$ cat src/rtl/ted_pkg.sv
// Shared types and constants for the text escape decoder.
// No dependencies; used by ted_core, ted_out_buf and text_escape_decoder.
`default_nettype none

package ted_pkg;

  // Width of the byte position counter; it saturates at all ones
  localparam int unsigned POS_BITS = 16;
  // Width of the reported stop position
  localparam int unsigned STOP_BITS = 16;
  // Number of separator slots
  localparam int unsigned SEP_SLOTS = 4;

  // Configuration register indexes
  typedef enum logic [0:0] {
    CFG_SEP_COUNT = 1'b0,
    CFG_SEP_CHARS = 1'b1
  } cfg_index_t;

  // Character codes
  localparam logic [7:0] CH_BACKSLASH = 8'h5C;
  localparam logic [7:0] CH_SEMICOLON = 8'h3B;
  localparam logic [7:0] CH_COMMA     = 8'h2C;
  localparam logic [7:0] CH_DQUOTE    = 8'h22;
  localparam logic [7:0] CH_SPACE     = 8'h20;
  localparam logic [7:0] CH_LF        = 8'h0A;
  localparam logic [7:0] CH_TAB       = 8'h09;
  localparam logic [7:0] CH_CR        = 8'h0D;
  localparam logic [7:0] CH_BS        = 8'h08;
  localparam logic [7:0] CH_FF        = 8'h0C;
  localparam logic [7:0] CH_LO_N      = 8'h6E;
  localparam logic [7:0] CH_UP_N      = 8'h4E;
  localparam logic [7:0] CH_LO_T      = 8'h74;
  localparam logic [7:0] CH_UP_T      = 8'h54;
  localparam logic [7:0] CH_LO_R      = 8'h72;
  localparam logic [7:0] CH_UP_R      = 8'h52;
  localparam logic [7:0] CH_LO_B      = 8'h62;
  localparam logic [7:0] CH_UP_B      = 8'h42;
  localparam logic [7:0] CH_LO_F      = 8'h66;
  localparam logic [7:0] CH_UP_F      = 8'h46;

  // One result item
  typedef struct packed {
    logic [7:0]           char_out;
    logic                 has_char;
    logic                 end_of_value;
    logic                 hit_separator;
    logic [STOP_BITS-1:0] stop_position;
  } result_t;

  // Map the byte after a backslash to its decoded value
  function automatic logic [7:0] decode_escaped(input logic [7:0] c);
    logic [7:0] r;
    case (c)
      CH_LO_N, CH_UP_N: r = CH_LF;
      CH_LO_T, CH_UP_T: r = CH_TAB;
      CH_LO_R, CH_UP_R: r = CH_CR;
      CH_LO_B, CH_UP_B: r = CH_BS;
      CH_LO_F, CH_UP_F: r = CH_FF;
      CH_SEMICOLON, CH_COMMA, CH_DQUOTE, CH_BACKSLASH: r = c;
      default: r = CH_SPACE;
    endcase
    return r;
  endfunction

endpackage

`default_nettype wire

$ cat src/rtl/ted_core.sv
// Decode core: configuration registers, per-value state and result logic.
// Depends on ted_pkg.
`default_nettype none

module ted_core (
  input  wire logic                       clk,
  input  wire logic                       rst,
  input  wire logic                       cfg_we,
  input  wire logic [0:0]                 cfg_index,
  input  wire logic [31:0]                cfg_data,
  input  wire logic                       take,
  input  wire logic [7:0]                 char_in,
  input  wire logic                       is_final,
  output ted_pkg::result_t                result
);

  logic [2:0]                      sep_count;
  logic [8*ted_pkg::SEP_SLOTS-1:0] sep_chars;
  logic                            in_escape;
  logic                            stopped;
  logic [ted_pkg::POS_BITS-1:0]    byte_position;

  logic                            in_escape_next;
  logic                            stopped_next;
  logic [ted_pkg::POS_BITS-1:0]    byte_position_next;
  logic [ted_pkg::SEP_SLOTS-1:0]   sep_hit;
  logic                            is_sep;
  logic [ted_pkg::POS_BITS+ted_pkg::STOP_BITS-1:0] pos_ext;

  // Write configuration registers
  always_ff @(posedge clk) begin
    if (rst) begin
      sep_count <= '0;
      sep_chars <= '0;
    end else if (cfg_we) begin
      case (ted_pkg::cfg_index_t'(cfg_index))
        ted_pkg::CFG_SEP_COUNT: sep_count <= cfg_data[2:0];
        ted_pkg::CFG_SEP_CHARS: sep_chars <= cfg_data;
        default: ;
      endcase
    end
  end

  // Compare against every active separator slot; counts above four enable all
  always_comb begin
    for (int i = 0; i < ted_pkg::SEP_SLOTS; i++) begin
      sep_hit[i] = (sep_count > 3'(i)) && (sep_chars[8*i +: 8] == char_in);
    end
    is_sep = |sep_hit;
  end

  // Decode one byte and work out the state after it
  always_comb begin
    in_escape_next     = in_escape;
    stopped_next       = stopped;
    byte_position_next = byte_position;
    result.char_out    = '0;
    result.has_char    = 1'b0;
    if (!stopped) begin
      if (in_escape) begin
        result.char_out = ted_pkg::decode_escaped(char_in);
        result.has_char = 1'b1;
        in_escape_next  = 1'b0;
      end else if (char_in == ted_pkg::CH_BACKSLASH) begin
        in_escape_next = 1'b1;
      end else if (is_sep) begin
        stopped_next = 1'b1;
      end else begin
        result.char_out = char_in;
        result.has_char = 1'b1;
      end
      if (!stopped_next && (byte_position != '1)) begin
        byte_position_next = byte_position + 1'b1;
      end
    end
    pos_ext              = {{ted_pkg::STOP_BITS{1'b0}}, byte_position_next};
    result.end_of_value  = is_final;
    result.hit_separator = stopped_next;
    result.stop_position = pos_ext[ted_pkg::STOP_BITS-1:0];
  end

  // Advance state on each taken item; clear it at the end of a value
  always_ff @(posedge clk) begin
    if (rst) begin
      in_escape     <= 1'b0;
      stopped       <= 1'b0;
      byte_position <= '0;
    end else if (take) begin
      if (is_final) begin
        in_escape     <= 1'b0;
        stopped       <= 1'b0;
        byte_position <= '0;
      end else begin
        in_escape     <= in_escape_next;
        stopped       <= stopped_next;
        byte_position <= byte_position_next;
      end
    end
  end

  // A value always starts from clean state after its last byte
  a_final_clears: assert property (@(posedge clk) disable iff (rst)
    take && is_final |=> !stopped && !in_escape && byte_position == '0)
    else $error("state not cleared after final byte");

  // Once stopped, position holds until the value ends
  a_stop_holds: assert property (@(posedge clk) disable iff (rst)
    take && stopped && !is_final |=> stopped && $stable(byte_position))
    else $error("stop position moved after separator");

  // While stopped, no new byte is produced
  a_stop_no_char: assert property (@(posedge clk) disable iff (rst)
    stopped |-> !result.has_char)
    else $error("byte produced after separator");

  // An escape start yields no byte
  a_escape_start: assert property (@(posedge clk) disable iff (rst)
    take && !stopped && !in_escape && char_in == ted_pkg::CH_BACKSLASH
      |-> !result.has_char)
    else $error("backslash produced a byte");

endmodule

`default_nettype wire

$ cat src/rtl/ted_out_buf.sv
// Result register with a skid stage, so input and output stall apart.
// Depends on ted_pkg.
`default_nettype none

module ted_out_buf (
  input  wire logic              clk,
  input  wire logic              rst,
  input  wire logic              in_valid,
  output logic                   in_ready,
  input  ted_pkg::result_t       in_data,
  output logic                   out_valid,
  input  wire logic              out_ready,
  output ted_pkg::result_t       out_data
);

  logic             main_valid;
  logic             skid_valid;
  ted_pkg::result_t main_data;
  ted_pkg::result_t skid_data;
  logic             push;
  logic             main_free;

  assign in_ready  = !skid_valid;
  assign push      = in_valid && in_ready;
  assign main_free = !main_valid || out_ready;
  assign out_valid = main_valid;
  assign out_data  = main_data;

  // Track occupancy of result and skid stages
  always_ff @(posedge clk) begin
    if (rst) begin
      main_valid <= 1'b0;
      skid_valid <= 1'b0;
    end else if (main_free) begin
      main_valid <= skid_valid || push;
      skid_valid <= 1'b0;
    end else if (push) begin
      skid_valid <= 1'b1;
    end
  end

  // Move payload: skid drains first, else new item lands in result stage
  always_ff @(posedge clk) begin
    if (main_free) begin
      main_data <= skid_valid ? skid_data : in_data;
    end else if (push) begin
      skid_data <= in_data;
    end
  end

  // Skid stage is only used behind a full result stage
  a_skid_behind_main: assert property (@(posedge clk) disable iff (rst)
    skid_valid |-> main_valid)
    else $error("skid holds item while result stage empty");

  // A stalled result with a new item pushed fills the skid stage
  a_skid_fill: assert property (@(posedge clk) disable iff (rst)
    main_valid && !out_ready && push |=> skid_valid)
    else $error("item lost on stall");

  // A drained skid moves into the result stage
  a_skid_drain: assert property (@(posedge clk) disable iff (rst)
    skid_valid && out_ready |=> main_valid && !skid_valid)
    else $error("skid not drained");

endmodule

`default_nettype wire

$ cat src/rtl/text_escape_decoder.sv
// Top level of the backslash escape decoder: streaming ports and config port.
// Depends on ted_pkg, ted_core and ted_out_buf.
//
//  channel  | signals                                 | item
//  ---------+-----------------------------------------+---------------------------
//  input    | s_tvalid s_tready s_tdata s_tlast       | one text byte, last mark
//  output   | m_tvalid m_tready m_tdata m_tuser m_tlast| one decoded result
//  config   | cfg_we cfg_index cfg_data               | separator count / chars
//
// One item per cycle while the output is not stalled; each accepted byte's result
// is registered in the result stage, or in the skid stage behind a held result.
// The two-entry result buffer drops s_tready only while its skid stage is full.
// rst (synchronous) clears the escape, stop and position state and the config.
`default_nettype none

module text_escape_decoder (
  input  wire logic        clk,
  input  wire logic        rst,
  // configuration write port
  input  wire logic        cfg_we,
  input  wire logic [0:0]  cfg_index,
  input  wire logic [31:0] cfg_data,
  // input stream
  input  wire logic        s_tvalid,
  output logic             s_tready,
  input  wire logic [7:0]  s_tdata,   // [7:0] char_in
  input  wire logic        s_tlast,   // is_final
  // output stream
  output logic             m_tvalid,
  input  wire logic        m_tready,
  output logic [23:0]      m_tdata,   // [7:0] char_out, [23:8] stop_position
  output logic [1:0]       m_tuser,   // [0] has_char, [1] hit_separator
  output logic             m_tlast    // end_of_value
);

  ted_pkg::result_t res;
  ted_pkg::result_t res_out;
  logic             take;

  assign take = s_tvalid && s_tready;

  // Decode each accepted byte
  ted_core u_core (
    .clk      (clk),
    .rst      (rst),
    .cfg_we   (cfg_we),
    .cfg_index(cfg_index),
    .cfg_data (cfg_data),
    .take     (take),
    .char_in  (s_tdata),
    .is_final (s_tlast),
    .result   (res)
  );

  // Hold results until taken
  ted_out_buf u_out (
    .clk      (clk),
    .rst      (rst),
    .in_valid (s_tvalid),
    .in_ready (s_tready),
    .in_data  (res),
    .out_valid(m_tvalid),
    .out_ready(m_tready),
    .out_data (res_out)
  );

  assign m_tdata = {res_out.stop_position, res_out.char_out};
  assign m_tuser = {res_out.hit_separator, res_out.has_char};
  assign m_tlast = res_out.end_of_value;

endmodule

`default_nettype wire

$ cat config.mk
export PLATFORM = sky130hd
export DESIGN_NAME = text_escape_decoder
export DESIGN_NICKNAME = d
export VERILOG_FILES = /design/src/rtl/ted_pkg.sv /design/src/rtl/ted_core.sv /design/src/rtl/ted_out_buf.sv /design/src/rtl/text_escape_decoder.sv
export SDC_FILE = /design/constraint.sdc
export NUM_CORES = 1
export LEC_CHECK = 0
export ABC_AREA = 1
export BUFFER_PORTS_ARGS = -buffer_cell sky130_fd_sc_hd__buf_2
export CAP_MARGIN = 20
export CORE_AREA = 4 4 120 122
export DETAILED_ROUTE_END_ITERATION = 7
export DIE_AREA = 0 0 124 126
export GPL_TIMING_DRIVEN = 0
export PLACE_DENSITY = 0.65
export SYNTH_ARGS = -nofsm -noshare
export SYNTH_HDL_FRONTEND = slang
export SYNTH_SLANG_ARGS = --single-unit
$ cat constraint.sdc
create_clock -name clk -period 2.75 [get_ports clk]
set_clock_uncertainty 0.15 [all_clocks]
set_input_delay 0.1375 -clock clk [delete_from_list [all_inputs] [get_ports clk]]
set_output_delay 0.1375 -clock clk [all_outputs]
set_load 0.05 [all_outputs]
==> impl_metrics.env, run 1 <==
export IMPL_ys_ff_latch=109
export IMPL_synthToLayoutAreaGrowth_pct=23.1
export IMPL_critPathMostFrequentCell="clkbuf_1"
export IMPL_rsz0062_at_grt="false"
export IMPL_via_per_inst=4.98
export IMPL_start_kind="register"
export IMPL_avgRoutedWirePerCell_um=14.0
export IMPL_post_place_ws_ps=117
export IMPL_hpwl_um=9660
export IMPL_cp_arrival_ps=2290
export IMPL_fp_dieW_um=124
export IMPL_gp_congestion=0.869
export IMPL_detail_route_antenna_nets=0
export IMPL_yosys_warnings=0
export IMPL_comb_power_share_pct=13.8
export IMPL_grt_max_degree=28
export IMPL_die_h_um=126
export IMPL_p_leak_nw=2.87
export IMPL_post_cts_setup_buffers=0
export IMPL_finalPower_mw=3.64
export IMPL_synth_area_leaders="edfxtp_1 29%, dfxtp_1 20%, nand2_1 13%"
export IMPL_nNetsFinal=859
export IMPL_pin_count=76
export IMPL_drt_wl_total_um=13800
export IMPL_finalHoldViolCount=0
export IMPL_grt_antenna_before_repair=0
export IMPL_grt_overflow_total=0
export IMPL_switchingPower_mw=0.940
export IMPL_slowest_stage="nor2_4"
export IMPL_drt_pre_antenna_iters=5
export IMPL_critPathKind="reg -> reg"
export IMPL_max_freq_mhz=408
export IMPL_dieArea_um2=15600
export IMPL_initial_utilization_pct=42.1
export IMPL_placed_cell_area_um2=6150
export IMPL_rows=42
export IMPL_synth_nets=742
export IMPL_ir_worst_vdd_uv=268
export IMPL_drive_gt1_share_pct=18.8
export IMPL_synth_cell_type_count=40
export IMPL_tightest_slew_ps=937
export IMPL_swShare_pct=25.8
export IMPL_grt_usage_pct=18.1
export IMPL_relSlewSlack_pct=37.1
export IMPL_io_buffers=68
export IMPL_maxSlewViolCount=0
export IMPL_drt_first_iter_violations=400
export IMPL_fin_crit_ps=2450
export IMPL_fin_tns_setup_ps=0
export IMPL_grt_pass1_vias=4750
export IMPL_fp_coreArea_um2=13200
export IMPL_antenna_cells=0
export IMPL_synth_top_cell_by_area="edfxtp_1"
export IMPL_cts_clk_slew_worst_paths_ps=70
export IMPL_clock_path_buffers=2
export IMPL_hp_class="in -> reg"
export IMPL_seq_power_share_pct=49.6
export IMPL_cts_max_level=3
export IMPL_nFillCells=1212
export IMPL_status="completed"
export IMPL_pwr_share_clk_pct=36.6
export IMPL_vias=4936
export IMPL_fin_crit_sh_pct=89.1
export IMPL_p_per_area_nw_per_um2=533
export IMPL_cts_sinks=109
export IMPL_r2r_slack_ps=300
export IMPL_critPathRequiredTime_ps=2580
export IMPL_grt_first_pass_wirelength_um=22700
export IMPL_seq_area_frac_synth_pct=49.0
export IMPL_cap_violations=0
export IMPL_setup_violations=0
export IMPL_cts_buffers_inserted=9
export IMPL_synthCells=694
export IMPL_drcViolationCount=0
export IMPL_hold_slack_ps=22.1
export IMPL_worstSkewPairLatency_ps=350
export IMPL_final_cell_area_um2=6830
export IMPL_synth_area_per_cell_um2=8.00
export IMPL_syn_area_um2=5550
export IMPL_cts_tree="built"
export IMPL_p_int_mw=2.70
export IMPL_clock_root_buffer="clkbuf_16"
export IMPL_worstPathMaxFanout=13
export IMPL_cp_end_kind="register"
export IMPL_worstPathCellList="clkbuf_1 -> nor2_1 -> clkinv_1 -> clkbuf_1 -> nor2_4"
export IMPL_yosys_area_top_type_share_pct=29.2
export IMPL_fin_ws_ps=298
export IMPL_critPathMaxStageDelay_ps=500
## power groups by stage
stage / clock network (mW) / registers [mW] / logic (mW)
after floorplan: 0 / 1.95 / 0.211
after global placement: 0 / 1.84 / 0.447
after detailed placement: 0 / 1.84 / 0.456
after CTS: 1.36 / 1.81 / 0.496
after global routing: 1.43 / 1.81 / 0.547
final: 1.33 / 1.81 / 0.501
## worst max-delay path: cells and delay by family (launching register included)
kind	cells	cell delay, ps
DFF	1	300
and+or+nand+nor	2	750
buffers and inverters	3	900
## metrics by stage
step	instances	utilization (%)
2_1_floorplan	694	-
3_5_place_dp	939	46.6
6_report	992	51.8
4_1_cts	991	51.7
3_3_place_gp	938	46.4
5_1_grt	992	51.8
## cell usage in the layout, fill, tap and decap left out, types with 3 or more instances in the layout
cell	instances
buf_6	9
edfxtp_1	54
nand4_2	5
buf_1	3
inv_1	65
buf_4	3
and2_1	4
nor3_2	3
nand4_1	14
xnor2_1	3
o21ai_1	3
nor3_1	9
nor2_1	78
a31oi_1	10
nand3_2	3
o21ai_0	11
a21oi_2	6
a21oi_1	33
nand2_1	195
dfxtp_1	55
clkbuf_16	11
buf_2	70
nand3_1	36
xor2_1	8
clkbuf_1	18
dlygate4sd3_1	36
inv_4	4
nand2_2	12
inv_2	10
nor2_2	4
a211oi_1	21
## worst paths after layout
check	startpoint	to	cells after the start
hold / removal	cfg_index	u_core.sep_count[2]	4
setup reg to reg	u_out.skid_valid	u_out.skid_data[11]	5
setup / recovery	u_out.skid_valid	u_out.skid_data[11]	5
hold reg to reg	u_core.sep_chars[18]	u_core.sep_chars[18]	2
## timing repair
item / CTS / global route
setup endpoints to repair: 0 / 27
hold buffers: 36 / 0
gates resized for setup: 0 / 1
hold endpoints to repair: 37 / 0
## cells in the mapped netlist, drive strengths merged
cell type and number:
nand3 39, nor2 83, and2 4, and3 1, nor3 13, buf 17, o211ai 1, xnor2 3
nand3b 1, clkinv 3, inv 78, clkbuf 18, xor2 9, nand2 209, ha 1, a211oi 21
edfxtp 54, nor4 1, a21oi 40, nand4 19, o21ai 14, dfxtp 55, a31oi 10
## state kept, by name (all words and copies together), names as in the netlist
| register | cells |
|---|---|
| u_out.skid_valid | 1 |
| u_core.sep_count | 3 |
| u_core.sep_chars | 32 |
| u_out.skid_data | 27 |
| u_core.stopped | 1 |
| u_core.in_escape | 1 |
| u_core.byte_position | 16 |
| u_out.out_valid | 1 |
| u_out.out_data | 27 |
## logic make-up (layout without fill, tap and decap cells)
logic type | Yosys count | after routing | synth area share, %
and+or+nand+nor | 370 | 371 | 29.7
buffers and inverters | 116 | 237 | 9.46
DFF | 109 | 109 | 49.0
AOI/OAI and AO/OA | 86 | 86 | 9.58
xor gates and xnor gates | 12 | 12 | 2.03
adders and majority gates | 1 | 1 | 0.225
## layout make-up
cell class / count / area (µm²) / share of cell area (%)
buffer: 35 / 213 / 3.11
timing repair buffer: 105 / 728 / 10.7
inverter: 81 / 313 / 4.58
tap: 176 / 220 / 3.22
clock inverter: 3 / 20.0 / 0.293
sequential: 109 / 2720 / 39.8
multi-input combinational: 470 / 2320 / 34.0
clock buffer: 13 / 294 / 4.30
## metal layers
layer | up-vias | GRT usage, % | part of all wire, %
li1 | 2504 | - | -
met1 | 2284 | 25.7 | 47
met2 | 135 | 28.7 | 46
met3 | 13 | 2.91 | 5.7
met4 | 0 | 5.28 | 1.1
met5 | - | 0 | 0
Note: power is estimated with default switching activity, not from simulation.
==> run 2: changes to the inputs <==
BUFFER_PORTS_ARGS = -buffer_cell sky130_fd_sc_hd__clkbuf_2   (was -buffer_cell sky130_fd_sc_hd__buf_2)
SKIP_LAST_GASP = 1   (was unset)
SYNTH_HIERARCHICAL = 1   (was unset)
==> impl_metrics.env, run 2 <==
export IMPL_synth_enable_flop_cells=54
export IMPL_critPathKind="reg -> reg"
export IMPL_tightest_slew_ps=724
export IMPL_grt_first_pass_wirelength_um=21200
export IMPL_synthArstFlopShare_pct=0
export IMPL_ys_ff_latch=109
export IMPL_synth_area_per_cell_um2=8.11
export IMPL_initial_utilization_pct=42.1
export IMPL_cp_arrival_ps=2440
export IMPL_gp_congestion=0.864
export IMPL_critPathMaxStageDelay_ps=410
export IMPL_p_leak_nw=2.91
export IMPL_fp_dieW_um=124
export IMPL_finalHoldViolCount=0
export IMPL_critPathRequiredTime_ps=2720
export IMPL_slowest_stage="dfxtp_1"
export IMPL_fin_tns_setup_ps=0
export IMPL_drt_first_iter_violations=337
export IMPL_maxSlewViolCount=0
export IMPL_hp_class="in -> reg"
export IMPL_synth_nets=732
export IMPL_grt_usage_pct=17.2
export IMPL_grt_overflow_total=0
export IMPL_cts_clk_slew_worst_paths_ps=70
export IMPL_yosysMostFrequentCell="nand2_1"
export IMPL_drive_gt1_share_pct=18.0
export IMPL_synthCells=684
export IMPL_seq_area_frac_synth_pct=49.1
export IMPL_grt_max_degree=29
export IMPL_cts_buffers_inserted=9
export IMPL_worstSkewPairLatency_ps=350
export IMPL_nFillCells=1209
export IMPL_synth_cell_type_count=48
export IMPL_worstPathCellList="ha_1 -> nand3_1 -> nor3_2 -> nand2_1 -> nor2_1 -> nand3_2 -> clkinv_2 -> nor3_2 -> nand3_2 -> nand2_2 -> and2_1 -> nand2_1 -> nand2_1"
export IMPL_fin_crit_ps=2480
export IMPL_start_kind="register"
export IMPL_relSlewSlack_pct=51.6
export IMPL_grt_antenna_before_repair=0
export IMPL_vias=4782
export IMPL_critPathMostFrequentCell="nand2_1"
export IMPL_max_freq_mhz=404
export IMPL_ir_worst_vdd_uv=279
export IMPL_drcViolationCount=0
export IMPL_fin_crit_sh_pct=90.0
export IMPL_rows=42
export IMPL_cts_max_level=3
export IMPL_drt_pre_antenna_iters=5
export IMPL_yosys_area_top_type_share_pct=29.2
export IMPL_hold_slack_ps=25.2
export IMPL_p_per_area_nw_per_um2=516
export IMPL_antenna_cells=0
export IMPL_largest_reg_flops=32
export IMPL_yosys_top_cells_count="240 x nand2_1, 55 x dfxtp_1, 55 x inv_1"
export IMPL_worstPathMaxFanout=8
export IMPL_die_h_um=126
export IMPL_path_buf_inv=1
export IMPL_synthToLayoutAreaGrowth_pct=23.5
export IMPL_path_delay_family="simple AND/OR/NAND/NOR gates"
export IMPL_synth_main_ff_cell="dfxtp_1"
export IMPL_clock_root_buffer="clkbuf_16"
export IMPL_avgRoutedWirePerCell_um=13.3
export IMPL_dieArea_um2=15600
export IMPL_yosys_warnings=6
export IMPL_detail_route_antenna_nets=0
export IMPL_cts_tree="built"
export IMPL_final_common_cell="nand2_1"
export IMPL_hpwl_um=9390
export IMPL_setup_violations=0
export IMPL_io_buffers=70
export IMPL_grt_pass1_vias=4563
export IMPL_status="completed"
export IMPL_rsz0062_at_grt="false"
export IMPL_syn_area_um2=5550
export IMPL_nNetsFinal=855
export IMPL_r2r_slack_ps=270
export IMPL_synth_area_leaders="edfxtp_1 29%, dfxtp_1 20%, nand2_1 16%"
export IMPL_fin_util_pct=51.9
export IMPL_via_per_inst=4.84
export IMPL_cp_end_kind="register"
export IMPL_cts_sinks=109
export IMPL_pin_count=76
export IMPL_largest_register="u_core/sep_chars"
export IMPL_synth_top_cell_by_area="edfxtp_1"
export IMPL_cap_violations=0
export IMPL_fp_coreArea_um2=13200
export IMPL_drt_wl_total_um=13100
export IMPL_layout_common_cells="240 x nand2_1, 70 x clkbuf_2, 55 x inv_1, 55 x dfxtp_1, 54 x edfxtp_1"
export IMPL_clock_path_buffers=2
==> run 2: cell count changes in the layout (fill, tap and decap cells not counted), moves of 10 or more <==
cell / before / now
xnor2_1: 3 / 14
a31oi_1: 10 / 0
nand2_1: 195 / 240
buf_2: 70 / 2
clkbuf_2: 1 / 70
inv_1: 65 / 55
nor2_1: 78 / 49
==> run 2: power by group <==
group	leakage (nW)	switching (mW)	internal [mW]
Sequential	0.986	0.0279	1.77
Combinational	1.79	0.320	0.176
Clock	0.132	0.608	0.627
Total	2.91	0.955	2.58
==> run 2: timing repair <==
action	CTS	global route
hold buffers	41	0
endpoints found under the setup margin	0	2
buffers inserted	0	0
hold endpoints to repair	39	0
gates resized for setup	0	1
==> run 2: area by class of cell <==
type                       count  area [µm²]  area share, %
buffer                        31         249           3.64
inverter                      70         273           3.98
sequential                   109        2720           39.8
multi-input combinational    474        2310           33.8
clock inverter                 7        56.3          0.822
clock buffer                   9         225           3.29
timing repair buffer         112         788           11.5
tap                          176         220           3.22
==> run 2: logic make-up (layout without fill, tap and decap cells) <==
group,after synthesis,in the layout,share of synthesized area [%]
AND/OR/NAND/NOR,381,381,30.4
flip-flops,109,109,49.1
buffers and inverters,101,229,9.41
AO/OA/AOI/OAI,78,78,8.64
XOR/XNOR,14,14,2.21
adder cells (fa/ha/maj),1,1,0.226
==> run 2: final timing paths <==
kind                                start                   end  depth (start not counted)
setup / recovery  u_core/byte_position[1]    u_out/out_data[12]                         13
hold / removal                        rst  u_core/sep_chars[26]                          3
setup reg to reg  u_core/byte_position[1]    u_out/out_data[12]                         13
hold reg to reg      u_core/sep_chars[18]  u_core/sep_chars[18]                          2
==> run 2: layer usage <==
layer	GRT usage [%]	part of all wire [%]
met3	3.36	5.3
met4	7.15	2.2
met5	0	0
met1	22.7	46
met2	27.5	47
==> run 2: worst reg2reg max path: stages (launching register included) <==
cell	delay, ps
dfxtp_1	410
ha_1	230
nand3_1	130
nor3_2	230
nand2_1	150
nor2_1	140
nand3_2	200
clkinv_2	140
nor3_2	70
nand3_2	80
nand2_2	60
and2_1	150
nand2_1	70
nand2_1	50
==> run 2: metrics by stage <==
stage | worst slack [ps] | power (mW) | std cells | instance area [µm²]
6_report | 274 | 3.53 | 988 | 6850
5_1_grt | 20.3 | 3.67 | 988 | 6850
4_1_cts | 172 | 3.56 | 987 | 6820
3_5_place_dp | 212 | 2.28 | 930 | 6120
3_3_place_gp | 245 | 2.27 | 930 | 6120
2_1_floorplan | 254 | 2.16 | 684 | 5550
